$ cat src/design/cfc_pkg.sv
// Package for the command frame checker: types, codes and constants.
`default_nettype none
package cfc_pkg;

    // Register indexes on the configuration port
    localparam int unsigned CFG_INDEX_W = 2;
    localparam logic [CFG_INDEX_W-1:0] REG_HEADER      = 2'd0;
    localparam logic [CFG_INDEX_W-1:0] REG_FOOTER      = 2'd1;
    localparam logic [CFG_INDEX_W-1:0] REG_MAX_PAYLOAD = 2'd2;

    localparam logic [7:0] HEADER_RESET      = 8'h00;
    localparam logic [7:0] FOOTER_RESET      = 8'h00;
    localparam logic [7:0] MAX_PAYLOAD_RESET = 8'd57;

    // Check bytes are the held byte inverted
    localparam logic [7:0] CHECK_MASK = 8'hFF;

    typedef enum logic [2:0] {
        PH_HUNT    = 3'd0,
        PH_DEST    = 3'd1,
        PH_TYPE    = 3'd2,
        PH_LEN     = 3'd3,
        PH_PAYLOAD = 3'd4,
        PH_TCHK    = 3'd5,
        PH_DCHK    = 3'd6,
        PH_FOOT    = 3'd7
    } phase_t;

    typedef enum logic [2:0] {
        ST_OK   = 3'd0,
        ST_LONG = 3'd1,
        ST_TYPE = 3'd2,
        ST_DEST = 3'd3,
        ST_FOOT = 3'd4
    } status_t;

    typedef struct packed {
        logic       is_frame_end;
        logic [7:0] payload_byte;
        logic [7:0] frame_dest;
        logic [7:0] frame_type;
        status_t    status;
    } result_t;

    // Handoff from the input register to the parser
    typedef struct packed {
        logic       valid;
        logic [7:0] data;
    } byte_slot_t;

endpackage : cfc_pkg
`default_nettype wire

$ cat src/design/cfc_cfg_if.sv
// Configuration write channel interface.
`default_nettype none
interface cfc_cfg_if;
    logic       valid;
    logic       ready;
    logic [1:0] index;
    logic [7:0] data;

    modport source (output valid, output index, output data, input ready);
    modport sink   (input valid, input index, input data, output ready);
endinterface : cfc_cfg_if
`default_nettype wire

$ cat src/design/cfc_parser.sv
// Frame parser: phase machine, held header fields and configuration registers.
`default_nettype none
module cfc_parser
    import cfc_pkg::*;
(
    input  wire logic       clk,
    input  wire logic       rst_n,
    cfc_cfg_if.sink         cfg,
    input  wire byte_slot_t slot,
    input  wire logic       fire,      // slot byte is processed this cycle
    output logic            emit,
    output result_t         res
);

    logic [7:0] header_reg, footer_reg, max_payload_reg;
    phase_t     phase_reg, phase_next;
    logic [7:0] dest_reg, dest_next;
    logic [7:0] type_reg, type_next;
    logic [7:0] len_reg, len_next;
    logic [7:0] seen_reg, seen_next;
    logic [7:0] seen_inc;
    logic [7:0] b;

    assign b         = slot.data;
    assign seen_inc  = seen_reg + 8'd1;
    assign cfg.ready = 1'b1;

    always_ff @(posedge clk or negedge rst_n)
    begin
        if (!rst_n)
        begin
            header_reg      <= HEADER_RESET;
            footer_reg      <= FOOTER_RESET;
            max_payload_reg <= MAX_PAYLOAD_RESET;
        end
        else if (cfg.valid)
        begin
            case (cfg.index)
                REG_HEADER:      header_reg      <= cfg.data;
                REG_FOOTER:      footer_reg      <= cfg.data;
                REG_MAX_PAYLOAD: max_payload_reg <= cfg.data;
                default:         ;
            endcase
        end
    end

    // Next state
    always_comb
    begin
        phase_next = phase_reg;
        dest_next  = dest_reg;
        type_next  = type_reg;
        len_next   = len_reg;
        seen_next  = seen_reg;
        if (fire)
        begin
            case (phase_reg)
                PH_HUNT:
                    if (b == header_reg)
                        phase_next = PH_DEST;
                PH_DEST:
                begin
                    dest_next  = b;
                    phase_next = PH_TYPE;
                end
                PH_TYPE:
                begin
                    type_next  = b;
                    phase_next = PH_LEN;
                end
                PH_LEN:
                begin
                    len_next  = b;
                    seen_next = 8'd0;
                    if (b > max_payload_reg)
                        phase_next = PH_HUNT;
                    else if (b == 8'd0)
                        phase_next = PH_TCHK;
                    else
                        phase_next = PH_PAYLOAD;
                end
                PH_PAYLOAD:
                begin
                    seen_next = seen_inc;
                    if (seen_inc >= len_reg)
                        phase_next = PH_TCHK;
                end
                PH_TCHK:
                    phase_next = (b == (type_reg ^ CHECK_MASK)) ? PH_DCHK : PH_HUNT;
                PH_DCHK:
                    phase_next = (b == (dest_reg ^ CHECK_MASK)) ? PH_FOOT : PH_HUNT;
                PH_FOOT:
                    phase_next = PH_HUNT;
                default:
                    phase_next = PH_HUNT;
            endcase
        end
    end

    // Result word
    always_comb
    begin
        emit             = 1'b0;
        res.is_frame_end = 1'b1;
        res.payload_byte = 8'd0;
        res.frame_dest   = dest_reg;
        res.frame_type   = type_reg;
        res.status       = ST_OK;
        if (fire)
        begin
            case (phase_reg)
                PH_LEN:
                    if (b > max_payload_reg)
                    begin
                        emit       = 1'b1;
                        res.status = ST_LONG;
                    end
                PH_PAYLOAD:
                begin
                    emit             = 1'b1;
                    res.is_frame_end = 1'b0;
                    res.payload_byte = b;
                end
                PH_TCHK:
                    if (b != (type_reg ^ CHECK_MASK))
                    begin
                        emit       = 1'b1;
                        res.status = ST_TYPE;
                    end
                PH_DCHK:
                    if (b != (dest_reg ^ CHECK_MASK))
                    begin
                        emit       = 1'b1;
                        res.status = ST_DEST;
                    end
                PH_FOOT:
                begin
                    emit       = 1'b1;
                    res.status = (b == footer_reg) ? ST_OK : ST_FOOT;
                end
                default:
                    emit = 1'b0;
            endcase
        end
    end

    always_ff @(posedge clk or negedge rst_n)
    begin
        if (!rst_n)
        begin
            phase_reg <= PH_HUNT;
            dest_reg  <= 8'd0;
            type_reg  <= 8'd0;
            len_reg   <= 8'd0;
            seen_reg  <= 8'd0;
        end
        else
        begin
            phase_reg <= phase_next;
            dest_reg  <= dest_next;
            type_reg  <= type_next;
            len_reg   <= len_next;
            seen_reg  <= seen_next;
        end
    end

endmodule : cfc_parser
`default_nettype wire

$ cat src/flat_wrapper.sv
// flat-port wrapper written by rule: the top's interface ports become plain ports
module cfc_parser_flat import cfc_pkg::*;
  (clk, rst_n, slot, fire, emit, res, cfg_valid, cfg_index, cfg_data, cfg_ready);
  cfc_cfg_if cfg_i ();
  input  wire logic clk;
  input  wire logic rst_n;
  input  wire byte_slot_t slot;
  input  wire logic fire;
  output logic emit;
  output result_t res;
  input wire logic [$bits(cfg_i.valid)-1:0] cfg_valid;
  input wire logic [$bits(cfg_i.index)-1:0] cfg_index;
  input wire logic [$bits(cfg_i.data)-1:0] cfg_data;
  output wire logic [$bits(cfg_i.ready)-1:0] cfg_ready;
  assign cfg_i.valid = cfg_valid;
  assign cfg_i.index = cfg_index;
  assign cfg_i.data = cfg_data;
  assign cfg_ready = cfg_i.ready;
  cfc_parser u_core (.clk(clk), .rst_n(rst_n), .cfg(cfg_i), .slot(slot), .fire(fire), .emit(emit), .res(res));
endmodule
$ cat config.mk
export PLATFORM = sky130hd
export DESIGN_NAME = cfc_parser_flat
export DESIGN_NICKNAME = d
export VERILOG_FILES = /design/src/design/cfc_pkg.sv /design/src/design/cfc_cfg_if.sv /design/src/design/cfc_parser.sv /design/src/flat_wrapper.sv
export SDC_FILE = /design/constraint.sdc
export NUM_CORES = 1
export LEC_CHECK = 0
export BUFFER_PORTS_ARGS = -buffer_cell sky130_fd_sc_hd__buf_2
export CORE_AREA = 2 2 101 64
export DETAILED_ROUTE_END_ITERATION = 7
export DIE_AREA = 0 0 103 66
export PLACE_DENSITY = 0.83
export SETUP_SLACK_MARGIN = 0.1
export SLEW_MARGIN = 5
export SYNTH_ARGS = -nofsm -noshare
export SYNTH_HDL_FRONTEND = slang
export SYNTH_SLANG_ARGS = --single-unit
export TNS_END_PERCENT = 1
$ cat constraint.sdc
create_clock -name clk -period 5.9 [get_ports clk]
set_input_delay 0.885 -clock clk [delete_from_list [all_inputs] [get_ports clk]]
set_output_delay 0.885 -clock clk [all_outputs]
set_load 0.02 [all_outputs]
# Yosys cells after proc, flatten, opt, wreduce, memory -nomap -nowiden
# Cells that the tools add are included.
[totals]
out_inout_bits = 30
register_bits = 59
inputBits = 23
wordCells = 64
[op_classes]
muxes = 21
eq_ne = 17
magnitude_cmp = 2
bitwise_logic = 2
n_addsub = 1
reduce_logical = 13
[ops]
columns = ["op", "n"]
rows = [
  ["equality test 8 bit", 4],
  ["one-hot mux 3 bit (8 select lines)", 1],
  ["2-to-1 mux 3 bit", 7],
  ["2-to-1 mux 9 bit", 2],
  ["inequality test 8 bit", 2],
  ["NOT 8 bit", 2],
  ["one-hot mux 8 bit (2 select lines)", 1],
  ["AND reduction 2 bit", 7],
  ["equality test 3 bit, second input constant", 4],
  ["one-hot mux 3 bit (4 select lines)", 1],
  ["adder 8 x 1 -> 8 bit, second input constant", 1],
  [">= comparator 8 bit", 1],
  ["greater-than comparator 8 bit", 1],
  ["zero test 8 bit", 1],
  ["equality test 3 x 2 -> 1 bit, second input constant", 2],
  ["2-to-1 mux 1 bit", 6],
  ["2-to-1 mux 2 bit", 2],
  ["inequality test 2 x 1 -> 1 bit, second input constant", 2],
  ["one-hot mux 1 bit (4 select lines)", 1],
  ["equality test 3 x 1 -> 1 bit, second input constant", 1],
  ["zero test 3 bit", 1],
  ["AND reduction 3 bit", 1],
  ["equality test 2 x 1 -> 1 bit, second input constant", 1],
  ["equality test 2 bit, second input constant", 1],
  ["3 further kinds", 3],
]

# Longest topological paths before layout
# Gate-level depths: netlist (run 1).
[depth]
depth_word = 5
ltp_mapped = 12
mapped_depth_nobuf = 11

# Least setup slack after synthesis (run 1)
# OpenSTA, ideal clock, no wires.
[synth_path]
path_type = "in2out"
from = "input slot[0] (netlist bit)"
to = "output res[0] (netlist bit)"
path_buffers = 1
stages = 9
required_time_ns = 5.015
t_arrival_ns = 2.157
setup_slack_ns = 2.858
cell_sequence = "buf_4 -> inv_1 -> ha_1 -> nor2b_1 -> o21ai_1 -> a21boi_1 -> o211a_1 -> nand2b_1 -> a21oi_1"
[synth_lines]
columns = ["element", "line", "text"]
rows = [
  ["start, declared", "flat_wrapper.sv:7", "input wire byte_slot_t slot;"],
  ["end, declared", "flat_wrapper.sv:10", "output result_t res;"],
]

==> summary.txt, run 1 <==
Route
  – Pre-Repair DR Iteration Count: 4
  – DR vias/cell: about 5.5
  – Post-route DRC: 0
  – Post-DRT Antenna Nets: 0
  – Routed WL per cell: between 15 and 20 um
  – Number of vias after detailed routing: ~2500
  – Detailed-route wire length: roughly 7.2 mm
  – 1st-iter DRT viols: 84

Timing
  – Worst Skew: between 7 and 8 ps
  – Unrepaired setup endpoints after global routing: no
  – Final setup violation count: 0
  – Period utilisation layout: 0.568
  – Final Hold Violating Endpoints: 0
  – Highest clock frequency the design can meet: about 300 MHz
  – Final max-slew violation count: 0
  – Shortest period the worst path allows: 3350 ps
  – Post-Route Setup TNS: 0 ps
  – Slew @ Worst Pin: between 700 and 800 ps
  – Tightest slew margin relative to the limit: 0.491

Logic synthesis
  – Area share of the leading cell type in the synthesized netlist: 0.393
  – Largest area contributor in the netlist: sky130_fd_sc_hd__dfrtp_1
  – Number of instances in the synthesized netlist: roughly 320
  – Synth async-reset ratio: 1.00
  – Top cells by area, synth: sky130_fd_sc_hd__dfrtp_1 39%, sky130_fd_sc_hd__mux2_2 14%, sky130_fd_sc_hd__ha_1 6.1%, sky130_fd_sc_hd__xor2_1 5.5%, sky130_fd_sc_hd__dfstp_2 3.0%
  – Synth warnings: 0
  – Cell Area, Synth: 3510 um2
  – Number of enable flip-flop cells after synthesis: 0
  – Synthesized Nets: 357
  – Avg Cell Area, Syn: between 10 and 15 um2
  – Fraction of the yosys area taken by sequential cells: 0.423
  – Unique masters post-synth: 45
  – Most frequently used flop master after synthesis: sky130_fd_sc_hd__dfrtp_1
  – Flop and latch count out of synthesis: ~60

Placed design
  – Gpl congestion: 0.822
  – Total half-perimeter wirelength after legalization and detailed placement: 5.02 mm
  – Count of buffers inserted at the top-level ports: 50
  – Area of placed instances: about 3700 um2

Critical path
  – Critical Path Fanout Max: 10
  – CP required: around 5000 ps
  – WP buf/inv: 2
  – Cell-by-cell trace of the critical path: buf_2 > ha_1 > nand2_1 > nor2_1 > a21boi_1 > o211a_1 > nand2b_1 > a21oi_1 > buf_2
  – WS Path Type: input pin to output port
  – Largest incremental delay on the critical path: ~330 ps
  – CP max-delay cell: sky130_fd_sc_hd__ha_1
  – Worst path arrival time: about 2500 ps
  – Startpoint class of the critical path: input pin
  – Most prevalent standard cell on the critical path: sky130_fd_sc_hd__buf_2
  – Gate family responsible for the most delay along the worst path: compound AO/OA/AOI/OAI gates
  – Endpoint type of the worst setup path: output port

Power
  – Cell Pwr Density: roughly 340 nW/um2
  – Overall power consumption: between 1 and 1.5 mW
  – Worst ir drop on vdd: 232 uV
  – Leak pwr: around 1.9 nW

Run status
  – Status: finished, final reports clean

CTS
  – CTS tree: done
  – CTS Buf Count: 9
  – Number of clock sinks: a little under 60
  – Htree depth: 3
  – Clock latency of the later-clocked register in the worst-skew pair: between 300 and 400 ps
  – Post-CTS setup buffer count: 0
  – Maximum number of buffers from clock root to sink: 2
  – Hold_buf cts: 0
  – Root buffer cell: sky130_fd_sc_hd__clkbuf_8
  – # resized after CTS: 0
  – Clk pin slew, worst setup/hold paths: roughly 70 ps

GRT
  – Global-route congestion overflow total: 0
  – Overall fraction of global-route tracks in use: 0.237
  – Number of global-route vias before repair: 2448
  – Largest net degree at the start of global routing: 60
  – Number of antenna violations at the first check in global routing: 0
  – Global-route wire length before repair: about 12 mm

Hold path
  – Type of the worst min-delay path: register to register

Floorplanning
  – Vertical die dimension: 66 um
  – Site row count: 22
  – Placeable Area: 5890 um2
  – Width of the chip: just over 100 um
  – Die footprint: roughly 6800 um2
  – Initial core utilization: 0.595
  – Num ports: 53

Cells and area
  – Commonest non-fill, non-tap cells in the layout: 55 x sky130_fd_sc_hd__dfrtp_1, 50 x sky130_fd_sc_hd__buf_2, 45 x sky130_fd_sc_hd__mux2_2
  – Final net count: 400
  – Post-route core utilization: 0.670
  – Synth-to-layout area growth: 12.6%
  – Final non-filler cell area: approximately 3900 um2
  – Antenna cells: 0
  – Fraction of layout instances using a drive strength above 1: 0.353
  – Most common cell after layout, fill and taps aside: sky130_fd_sc_hd__dfrtp_1

Job
  – Maximum Capacitance Violations: 0
==> worst register-to-register path, delay by kind of cell (launching register included) <==
| family | cells | cell delay [ps] |
|---|---|---|
| XOR/XNOR | 1 | 190 |
| flip-flops | 1 | 460 |
| multiplexers | 1 | 190 |
| AND/OR/NAND/NOR | 6 | 960 |
| adder cells (fa/ha/maj) | 1 | 200 |
| AO/OA/AOI/OAI | 2 | 440 |
==> layout make-up <==
| type | count | area, um2 |
|---|---|---|
| flip-flops and latches | 59 | 1480 |
| inverters | 16 | 60.1 |
| well taps | 84 | 105 |
| clock inverters | 6 | 71.3 |
| repair buffers | 51 | 258 |
| clock buffers | 10 | 138 |
| multi-input cells | 223 | 1830 |
| fillers | 466 | 1940 |
==> layer usage <==
metal | part of all wire | global-route usage
met1 | 0.49 | 0.331
met2 | 0.45 | 0.365
met3 | 0.049 | 0.0729
met4 | 0.0091 | 0.0526
met5 | 0 | 0
==> power by group <==
group          total [mW]  switching [mW]  leakage (nW)  internal, mW
clock               0.387           0.177        0.0999         0.211
combinational       0.395           0.207          1.04         0.188
sequential          0.576          0.0819         0.753         0.494
==> path summary, 6_finish.rpt <==
check	from	end	slack, ps	depth (start not counted)
min in group asynchronous	rst_n	u_core.footer_reg[1]$_DFFE_PN0P_	690	2
worst min register to register	u_core.len_reg[0]$_DFFE_PN0P_	u_core.len_reg[0]$_DFFE_PN0P_	490	2
worst max-delay path	slot[7]	res[0]	2550	9
worst min-delay path	u_core.len_reg[0]$_DFFE_PN0P_	u_core.len_reg[0]$_DFFE_PN0P_	490	2
worst max register to register	u_core.seen_reg[2]$_DFFE_PN0P_	u_core.phase_reg[1]$_DFFE_PN0P_	3350	11
max in group asynchronous	rst_n	u_core.len_reg[7]$_DFFE_PN0P_	4730	2
==> Yosys cell counts, types with 3 or more instances <==
master	instances
sky130_fd_sc_hd__nand2_1	20
sky130_fd_sc_hd__and3_1	3
sky130_fd_sc_hd__and2_1	8
sky130_fd_sc_hd__nor2_1	11
sky130_fd_sc_hd__inv_1	16
sky130_fd_sc_hd__nand4_1	3
sky130_fd_sc_hd__clkbuf_1	4
sky130_fd_sc_hd__nor4_2	4
sky130_fd_sc_hd__xnor2_1	12
sky130_fd_sc_hd__buf_6	5
sky130_fd_sc_hd__o21ai_0	9
sky130_fd_sc_hd__mux2_2	45
sky130_fd_sc_hd__xor2_2	4
sky130_fd_sc_hd__xor2_1	22
sky130_fd_sc_hd__dfstp_2	4
sky130_fd_sc_hd__buf_2	6
sky130_fd_sc_hd__a21oi_1	11
sky130_fd_sc_hd__buf_4	4
sky130_fd_sc_hd__nor4_1	3
sky130_fd_sc_hd__nand3b_1	3
sky130_fd_sc_hd__nand3_1	12
sky130_fd_sc_hd__nor3_2	3
sky130_fd_sc_hd__ha_1	17
sky130_fd_sc_hd__dfrtp_1	55
sky130_fd_sc_hd__nand2b_1	6
==> logic make-up after synthesis <==
| family | Yosys count | synth area share |
|---|---|---|
| AOI/OAI and AO/OA | 35 | 0.0657 |
| xor gates and xnor gates | 38 | 0.103 |
| adders and majority gates | 17 | 0.0607 |
| buffers and inverters | 35 | 0.0546 |
| DFF | 59 | 0.423 |
| muxes | 48 | 0.154 |
| other | 1 | 0.00107 |
| and+or+nand+nor | 84 | 0.138 |
==> through the flow <==
stage          std cells  setup WS, ps  hold slack (ps)
2_1_floorplan        317          2860              454
3_3_place_gp         433          2590              471
3_5_place_dp         433          2560              479
4_1_cts              449          2560              495
5_1_grt              449          2440              512
6_report             449          2550              490
No activity file was read; power rests on OpenSTA's default activity.
==> run 2, diff against run 1 <==
CORE_AREA = 2 2 110 69   (was 2 2 101 64)
DIE_AREA = 0 0 112 71   (was 0 0 103 66)
PLACE_DENSITY = 0.75   (was 0.83)
clock period = 2.9 ns   (was 5.9 ns; I/O delays follow)
==> summary.txt, run 2 (synthesis gave the netlist of run 1 again) <==
Route
  – Post-DRT Antenna Nets: 0 (unchanged)
  – Routed WL per cell: 17.3 um (was 16.0 um)
  – DR vias/cell: 5.42 (was 5.49)
  – 1st-iter DRT viols: 174 (was 84)
  – Number of vias after detailed routing: 2493 (was 2466)
  – Post-route DRC: 0 (unchanged)
  – Detailed-route wire length: 7.95 mm (was 7.18 mm)
  – Pre-Repair DR Iteration Count: 4 (unchanged)

Timing
  – Final Hold Violating Endpoints: 0 (unchanged)
  – Final max-slew violation count: 0 (unchanged)
  – Unrepaired setup endpoints after global routing: yes (was no)
  – Slew @ Worst Pin: 770 ps (was 760 ps)
  – Highest clock frequency the design can meet: roughly 380 MHz
  – Final setup violation count: 0 (unchanged)
  – Shortest period the worst path allows: 2640 ps
  – Tightest slew margin relative to the limit: 0.484 (was 0.491)
  – Period utilisation layout: 0.910
  – Post-Route Setup TNS: 0 ps (unchanged)
  – Worst Skew: 6.69 ps (was 7.05 ps)

Power
  – Overall power consumption: 2.98 mW (was 1.36 mW)
  – Worst ir drop on vdd: 563 uV (was 232 uV)
  – Leak pwr: 1.94 nW (was 1.89 nW)
  – Cell Pwr Density: 732 nW/um2 (was 344 nW/um2)

Critical path
  – Worst path arrival time: 2200 ps (was 2470 ps)
  – Endpoint type of the worst setup path: output port (unchanged)
  – CP required: 2470 ps (was 5020 ps)
  – Gate family responsible for the most delay along the worst path: compound AO/OA/AOI/OAI gates (unchanged)
  – Worst-case reg-to-reg path depth: 11 (unchanged)
  – WP buf/inv: 2 (unchanged)
  – WS Path Type: register to output port (was input pin to output port)
  – Largest incremental delay on the critical path: 530 ps (was 330 ps)
  – Critical Path Fanout Max: 3 (was 10)
  – Cell-by-cell trace of the critical path: inv_1 > ha_1 > nand2_1 > nor2_1 > a21boi_1 > o211a_1 > nand2b_1 > a21oi_1 > buf_2 (was buf_2 > ha_1 > nand2_1 > nor2_1 > a21boi_1 > o211a_1 > nand2b_1 > a21oi_1 > buf_2)
  – Startpoint class of the critical path: register (was input pin)
  – CP max-delay cell: sky130_fd_sc_hd__dfstp_2 (was sky130_fd_sc_hd__ha_1)
  – Critical Path Stages: 9 (unchanged)

Cells and area
  – Synth-to-layout area growth: 16.0% (was 12.6%)
  – Most common cell after layout, fill and taps aside: sky130_fd_sc_hd__dfrtp_1 (unchanged)
  – Final non-filler cell total: 460 (was 449)
  – Fraction of layout instances using a drive strength above 1: 0.363 (was 0.353)
  – Post-route core utilization: 0.579 (was 0.670)
  – Antenna cells: 0 (unchanged)
  – Commonest non-fill, non-tap cells in the layout: 55 x sky130_fd_sc_hd__dfrtp_1, 50 x sky130_fd_sc_hd__buf_2, 45 x sky130_fd_sc_hd__mux2_2 (unchanged)
  – Number of fill cells: 642 (was 466)
  – Final net count: 404 (was 400)

GRT
  – Global-route wire length before repair: 13.1 mm (was 12.1 mm)
  – Largest net degree at the start of global routing: 22 (was 60)
  – Overall fraction of global-route tracks in use: 0.218 (was 0.237)
  – Number of antenna violations at the first check in global routing: 0 (unchanged)
  – Number of global-route vias before repair: 2481 (was 2448)
  – Global-route congestion overflow total: 0 (unchanged)

CTS
  – Htree depth: 3 (unchanged)
  – Clk pin slew, worst setup/hold paths: 50 ps (was 70 ps)
  – Clock latency of the later-clocked register in the worst-skew pair: 330 ps (was 350 ps)
  – CTS tree: done (unchanged)
  – Number of clock sinks: 59 (unchanged)
  – Maximum number of buffers from clock root to sink: 2 (unchanged)
  – CTS Buf Count: 9 (unchanged)
  – Post-CTS setup buffer count: 0 (unchanged)
  – Root buffer cell: sky130_fd_sc_hd__clkbuf_16 (was sky130_fd_sc_hd__clkbuf_8)

Floorplanning
  – Initial core utilization: 0.499 (was 0.595)
  – Width of the chip: 112 um (was 103 um)
  – Num ports: 53 (unchanged)
  – Site row count: 24 (was 22)
  – Placeable Area: 7030 um2 (was 5890 um2)
  – Die footprint: 7950 um2 (was 6800 um2)
  – Vertical die dimension: 71 um (was 66 um)

Job
  – Maximum Capacitance Violations: 0 (unchanged)

Placed design
  – Gpl congestion: 0.837 (was 0.822)
  – Cell Count Post-Placement: 444 (was 433)
  – Total half-perimeter wirelength after legalization and detailed placement: 5.76 mm (was 5.02 mm)
  – Count of buffers inserted at the top-level ports: 50 (unchanged)

Run status
  – Status: finished, final reports clean (unchanged)

Hold path
  – Type of the worst min-delay path: input pin to async pin (was register to register)
==> run 2: routing by layer <==
layer,up-vias,wire (um),global-route usage
met5,-,0,0
met4,0,95,0.0610
met3,11,562,0.0805
met2,75,3430,0.314
met1,1215,3860,0.311
li1,1192,-,-
==> run 2: path summary, 6_finish.rpt <==
check | start | endpoint | slack, ps
setup reg to reg | u_core.seen_reg[2]$_DFFE_PN0P_ | u_core.phase_reg[1]$_DFFE_PN0P_ | 400
hold reg to reg | u_core.len_reg[0]$_DFFE_PN0P_ | u_core.len_reg[0]$_DFFE_PN0P_ | 480
hold / removal | rst_n | u_core.seen_reg[7]$_DFFE_PN0P_ | 70
min in group clk | cfg_data[2] | u_core.footer_reg[2]$_DFFE_PN0P_ | 370
max in group asynchronous | rst_n | u_core.max_payload_reg[5]$_DFFE_PN1P_ | 2100
setup / recovery | u_core.max_payload_reg[5]$_DFFE_PN1P_ | res[0] | 260
==> run 2: worst register-to-register path, stage by stage, from the launching register on <==
cell                      delay, ps
sky130_fd_sc_hd__dfrtp_1        470
sky130_fd_sc_hd__nand3_1        170
sky130_fd_sc_hd__nor2_2         220
sky130_fd_sc_hd__nand3_1        120
sky130_fd_sc_hd__xnor2_1        170
sky130_fd_sc_hd__ha_1           200
sky130_fd_sc_hd__nor4b_1        250
sky130_fd_sc_hd__o21ai_0        170
sky130_fd_sc_hd__a32oi_2        260
sky130_fd_sc_hd__nor2_1         110
sky130_fd_sc_hd__mux2i_1        210
sky130_fd_sc_hd__nor3_2          50
==> run 2: final cells by class <==
class	instances	area (um2)	area share
clock buffer	11	243	0.0597
timing repair buffer	55	288	0.0707
inverter	16	60.1	0.0148
multi-input combinational	223	1840	0.453
clock inverter	5	38.8	0.00954
sequential	59	1480	0.364
tap	91	114	0.0280
==> run 2: per-stage QoR <==
step	worst slack [ps]	hold WS (ps)	cell area, um2
after floorplan	725	139	3510
after global placement	433	426	3780
after detailed placement	390	435	3780
after CTS	237	85.3	4060
after global routing	77.1	106	4070
final	261	70.9	4070
==> run 2: report_power, final <==
| part | switching [mW] | total (mW) | internal [mW] |
|---|---|---|---|
| combinational | 0.431 | 0.818 | 0.387 |
| clock | 0.382 | 0.984 | 0.601 |
| sequential | 0.168 | 1.17 | 1.01 |
==> run 2: what timing repair did <==
| item | in CTS | in global routing |
|---|---|---|
| setup endpoints to repair | 0 | 3 |
| hold buffers | 0 | 0 |
| endpoints found under the hold margin | 0 | 0 |
| resized for setup | 0 | 2 |
==> run 3, diff against run 2 <==
CAP_MARGIN = 20   (was not set)
REMOVE_ABC_BUFFERS = 1   (was not set)
==> summary.txt, run 3 (synthesis gave the netlist of run 1 again) <==
Floorplanning
  – Site row count: 24 (unchanged)
  – Placeable Area: 7030 um2 (unchanged)
  – Initial core utilization: 0.499 (unchanged)
  – Width of the chip: 112 um (unchanged)
  – Die footprint: 7950 um2 (unchanged)
  – Vertical die dimension: 71 um (unchanged)
  – Num ports: 53 (unchanged)

CTS
  – Maximum number of buffers from clock root to sink: 2 (unchanged)
  – Hold_buf cts: 0 (unchanged)
  – Htree depth: 3 (unchanged)
  – Clk pin slew, worst setup/hold paths: 50 ps (about the same)
  – # resized after CTS: 0 (unchanged)
  – CTS Buf Count: 9 (unchanged)
  – Root buffer cell: sky130_fd_sc_hd__clkbuf_16 (unchanged)
  – Clock latency of the later-clocked register in the worst-skew pair: 340 ps (was 330 ps)
  – CTS tree: done (unchanged)
  – Post-CTS setup buffer count: 0 (unchanged)
  – Number of clock sinks: 59 (unchanged)

Run status
  – Status: finished, final reports clean (unchanged)

Power
  – Proportion of total power due to net switching: 0.335 (was 0.330)
  – Worst ir drop on vdd: 662 uV (was 563 uV)
  – Reported net switching power: 0.993 mW (was 0.982 mW)
  – Combinational cell fraction of total power: 0.277 (was 0.275)
  – Leak pwr: 1.95 nW (was 1.94 nW)
  – Share of total power in sequential cells: 0.397 (was 0.395)
  – Proportion of power drawn by the clock network: 0.326 (was 0.330)
  – Cell internal pwr: 1.97 mW (was 1.99 mW)
  – Cell Pwr Density: 729 nW/um2 (was 732 nW/um2)

Timing
  – Period utilisation layout: 0.914 (was 0.910)
  – Final Hold Violating Endpoints: 0 (unchanged)
  – Shortest period the worst path allows: 2650 ps (was 2640 ps)
  – Final setup violation count: 0 (unchanged)
  – Final max-slew violation count: 0 (unchanged)
  – Tightest slew margin relative to the limit: 0.496 (was 0.484)
  – Slew @ Worst Pin: 756 ps (was 770 ps)
  – Post-Route Setup TNS: 0 ps (unchanged)
  – Unrepaired setup endpoints after global routing: no (was yes)
  – Worst Skew: 3.62 ps (was 6.69 ps)
  – Highest clock frequency the design can meet: 377 MHz (was 379 MHz)

GRT
  – Overall fraction of global-route tracks in use: 0.223 (was 0.218)
  – Global-route wire length before repair: 13.4 mm (was 13.1 mm)
  – Largest net degree at the start of global routing: 60 (was 22)
  – Global-route congestion overflow total: 0 (unchanged)
  – Number of global-route vias before repair: 2590 (was 2481)
  – Number of antenna violations at the first check in global routing: 0 (unchanged)

Route
  – Post-DRT Antenna Nets: 0 (unchanged)
  – DR vias/cell: 5.53 (was 5.42)
  – Number of vias after detailed routing: 2554 (was 2493)
  – 1st-iter DRT viols: 111 (was 174)
  – Detailed-route wire length: 8.06 mm (was 7.95 mm)
  – Post-route DRC: 0 (unchanged)
  – Routed WL per cell: 17.4 um (was 17.3 um)
  – Pre-Repair DR Iteration Count: 4 (unchanged)

Cells and area
  – Antenna cells: 0 (unchanged)
  – Fraction of layout instances using a drive strength above 1: 0.361 (was 0.363)
  – Final non-filler cell total: 462 (was 460)
  – Final net count: 406 (was 404)
  – Synth-to-layout area growth: 15.9% (was 16.0%)
  – Commonest non-fill, non-tap cells in the layout: 55 x sky130_fd_sc_hd__dfrtp_1, 50 x sky130_fd_sc_hd__buf_2, 45 x sky130_fd_sc_hd__mux2_2 (unchanged)
  – Most common cell after layout, fill and taps aside: sky130_fd_sc_hd__dfrtp_1 (unchanged)
  – Number of fill cells: 605 (was 642)

Critical path
  – CP max-delay cell: sky130_fd_sc_hd__dfstp_2 (unchanged)
  – Endpoint type of the worst setup path: output port (unchanged)
  – WS Path Type: register to output port (unchanged)
  – Critical Path Fanout Max: 3 (unchanged)
  – CP required: 2470 ps (about the same)
  – Startpoint class of the critical path: register (unchanged)
  – Setup slack of the most critical reg-to-reg path: 340 ps (was 400 ps)
  – Worst path arrival time: 2220 ps (was 2200 ps)
  – Largest incremental delay on the critical path: 520 ps (was 530 ps)
  – Cell-by-cell trace of the critical path: inv_1 > ha_1 > nand2_1 > nor2_1 > a21boi_1 > o211a_1 > nand2b_1 > a21oi_1 > buf_2 (unchanged)

Placed design
  – Count of buffers inserted at the top-level ports: 50 (unchanged)
  – Total half-perimeter wirelength after legalization and detailed placement: 5.64 mm (was 5.76 mm)
  – Gpl congestion: 0.804 (was 0.837)
  – Cell Count Post-Placement: 446 (was 444)

Job
  – Maximum Capacitance Violations: 0 (unchanged)

Hold path
  – Type of the worst min-delay path: input pin to async pin (unchanged)
run 3: worst paths after layout:
kind | startpoint | end | cells after the start
worst min register to register | u_core.len_reg[0]$_DFFE_PN0P_ | u_core.len_reg[0]$_DFFE_PN0P_ | 2
worst max-delay path | u_core.max_payload_reg[5]$_DFFE_PN1P_ | res[0] | 9
worst max register to register | u_core.seen_reg[2]$_DFFE_PN0P_ | u_core.phase_reg[1]$_DFFE_PN0P_ | 11
worst min-delay path | rst_n | u_core.seen_reg[5]$_DFFE_PN0P_ | 2
min in group clk | cfg_data[5] | u_core.header_reg[5]$_DFFE_PN0P_ | 2
max in group asynchronous | rst_n | u_core.footer_reg[3]$_DFFE_PN0P_ | 2
run 3: metrics by stage:
| step | hold WS (ps) | utilization | power [mW] | instance area, um2 | worst slack, ps |
|---|---|---|---|---|---|
| 6_report | 241 | 0.578 | 2.96 | 4060 | 249 |
| 2_1_floorplan | 139 | - | 1.73 | 3370 | 732 |
| 3_5_place_dp | 495 | 0.540 | 2.00 | 3790 | 413 |
| 5_1_grt | 300 | 0.578 | 3.13 | 4060 | 101 |
| 3_3_place_gp | 470 | 0.540 | 1.97 | 3790 | 459 |
| 4_1_cts | 283 | 0.578 | 2.99 | 4060 | 251 |
run 3: area by class of cell:
type	count	area [um2]	share of cell area
well taps	91	114	0.0280
clock buffers	10	229	0.0564
flip-flops and latches	59	1480	0.365
inverters	16	60.1	0.0148
repair buffers	57	303	0.0745
clock inverters	6	42.5	0.0105
multi-input cells	223	1830	0.451
run 3: power groups by stage:
| stage | sequential, mW | clock (mW) | combinational [mW] |
|---|---|---|---|
| finish | 1.18 | 0.966 | 0.821 |
| global route | 1.20 | 1.02 | 0.901 |
| CTS | 1.17 | 0.988 | 0.826 |
| detailed placement | 1.19 | 0 | 0.815 |
| global placement | 1.17 | 0 | 0.792 |
| floorplan | 1.27 | 0 | 0.456 |
run 3: metal layers:
layer / track usage / routed length [um]
met5: 0 / 0
met4: 0.0610 / 101
met3: 0.0780 / 404
met2: 0.334 / 3510
met1: 0.311 / 4040
run 3: critical path: cells and delay by family, from the launching register on:
kind	cells	cell delay, ps
AO/OA/AOI/OAI	3	590
adder cells (fa/ha/maj)	1	280
buffers and inverters	2	230
flip-flops	1	520
AND/OR/NAND/NOR	3	260
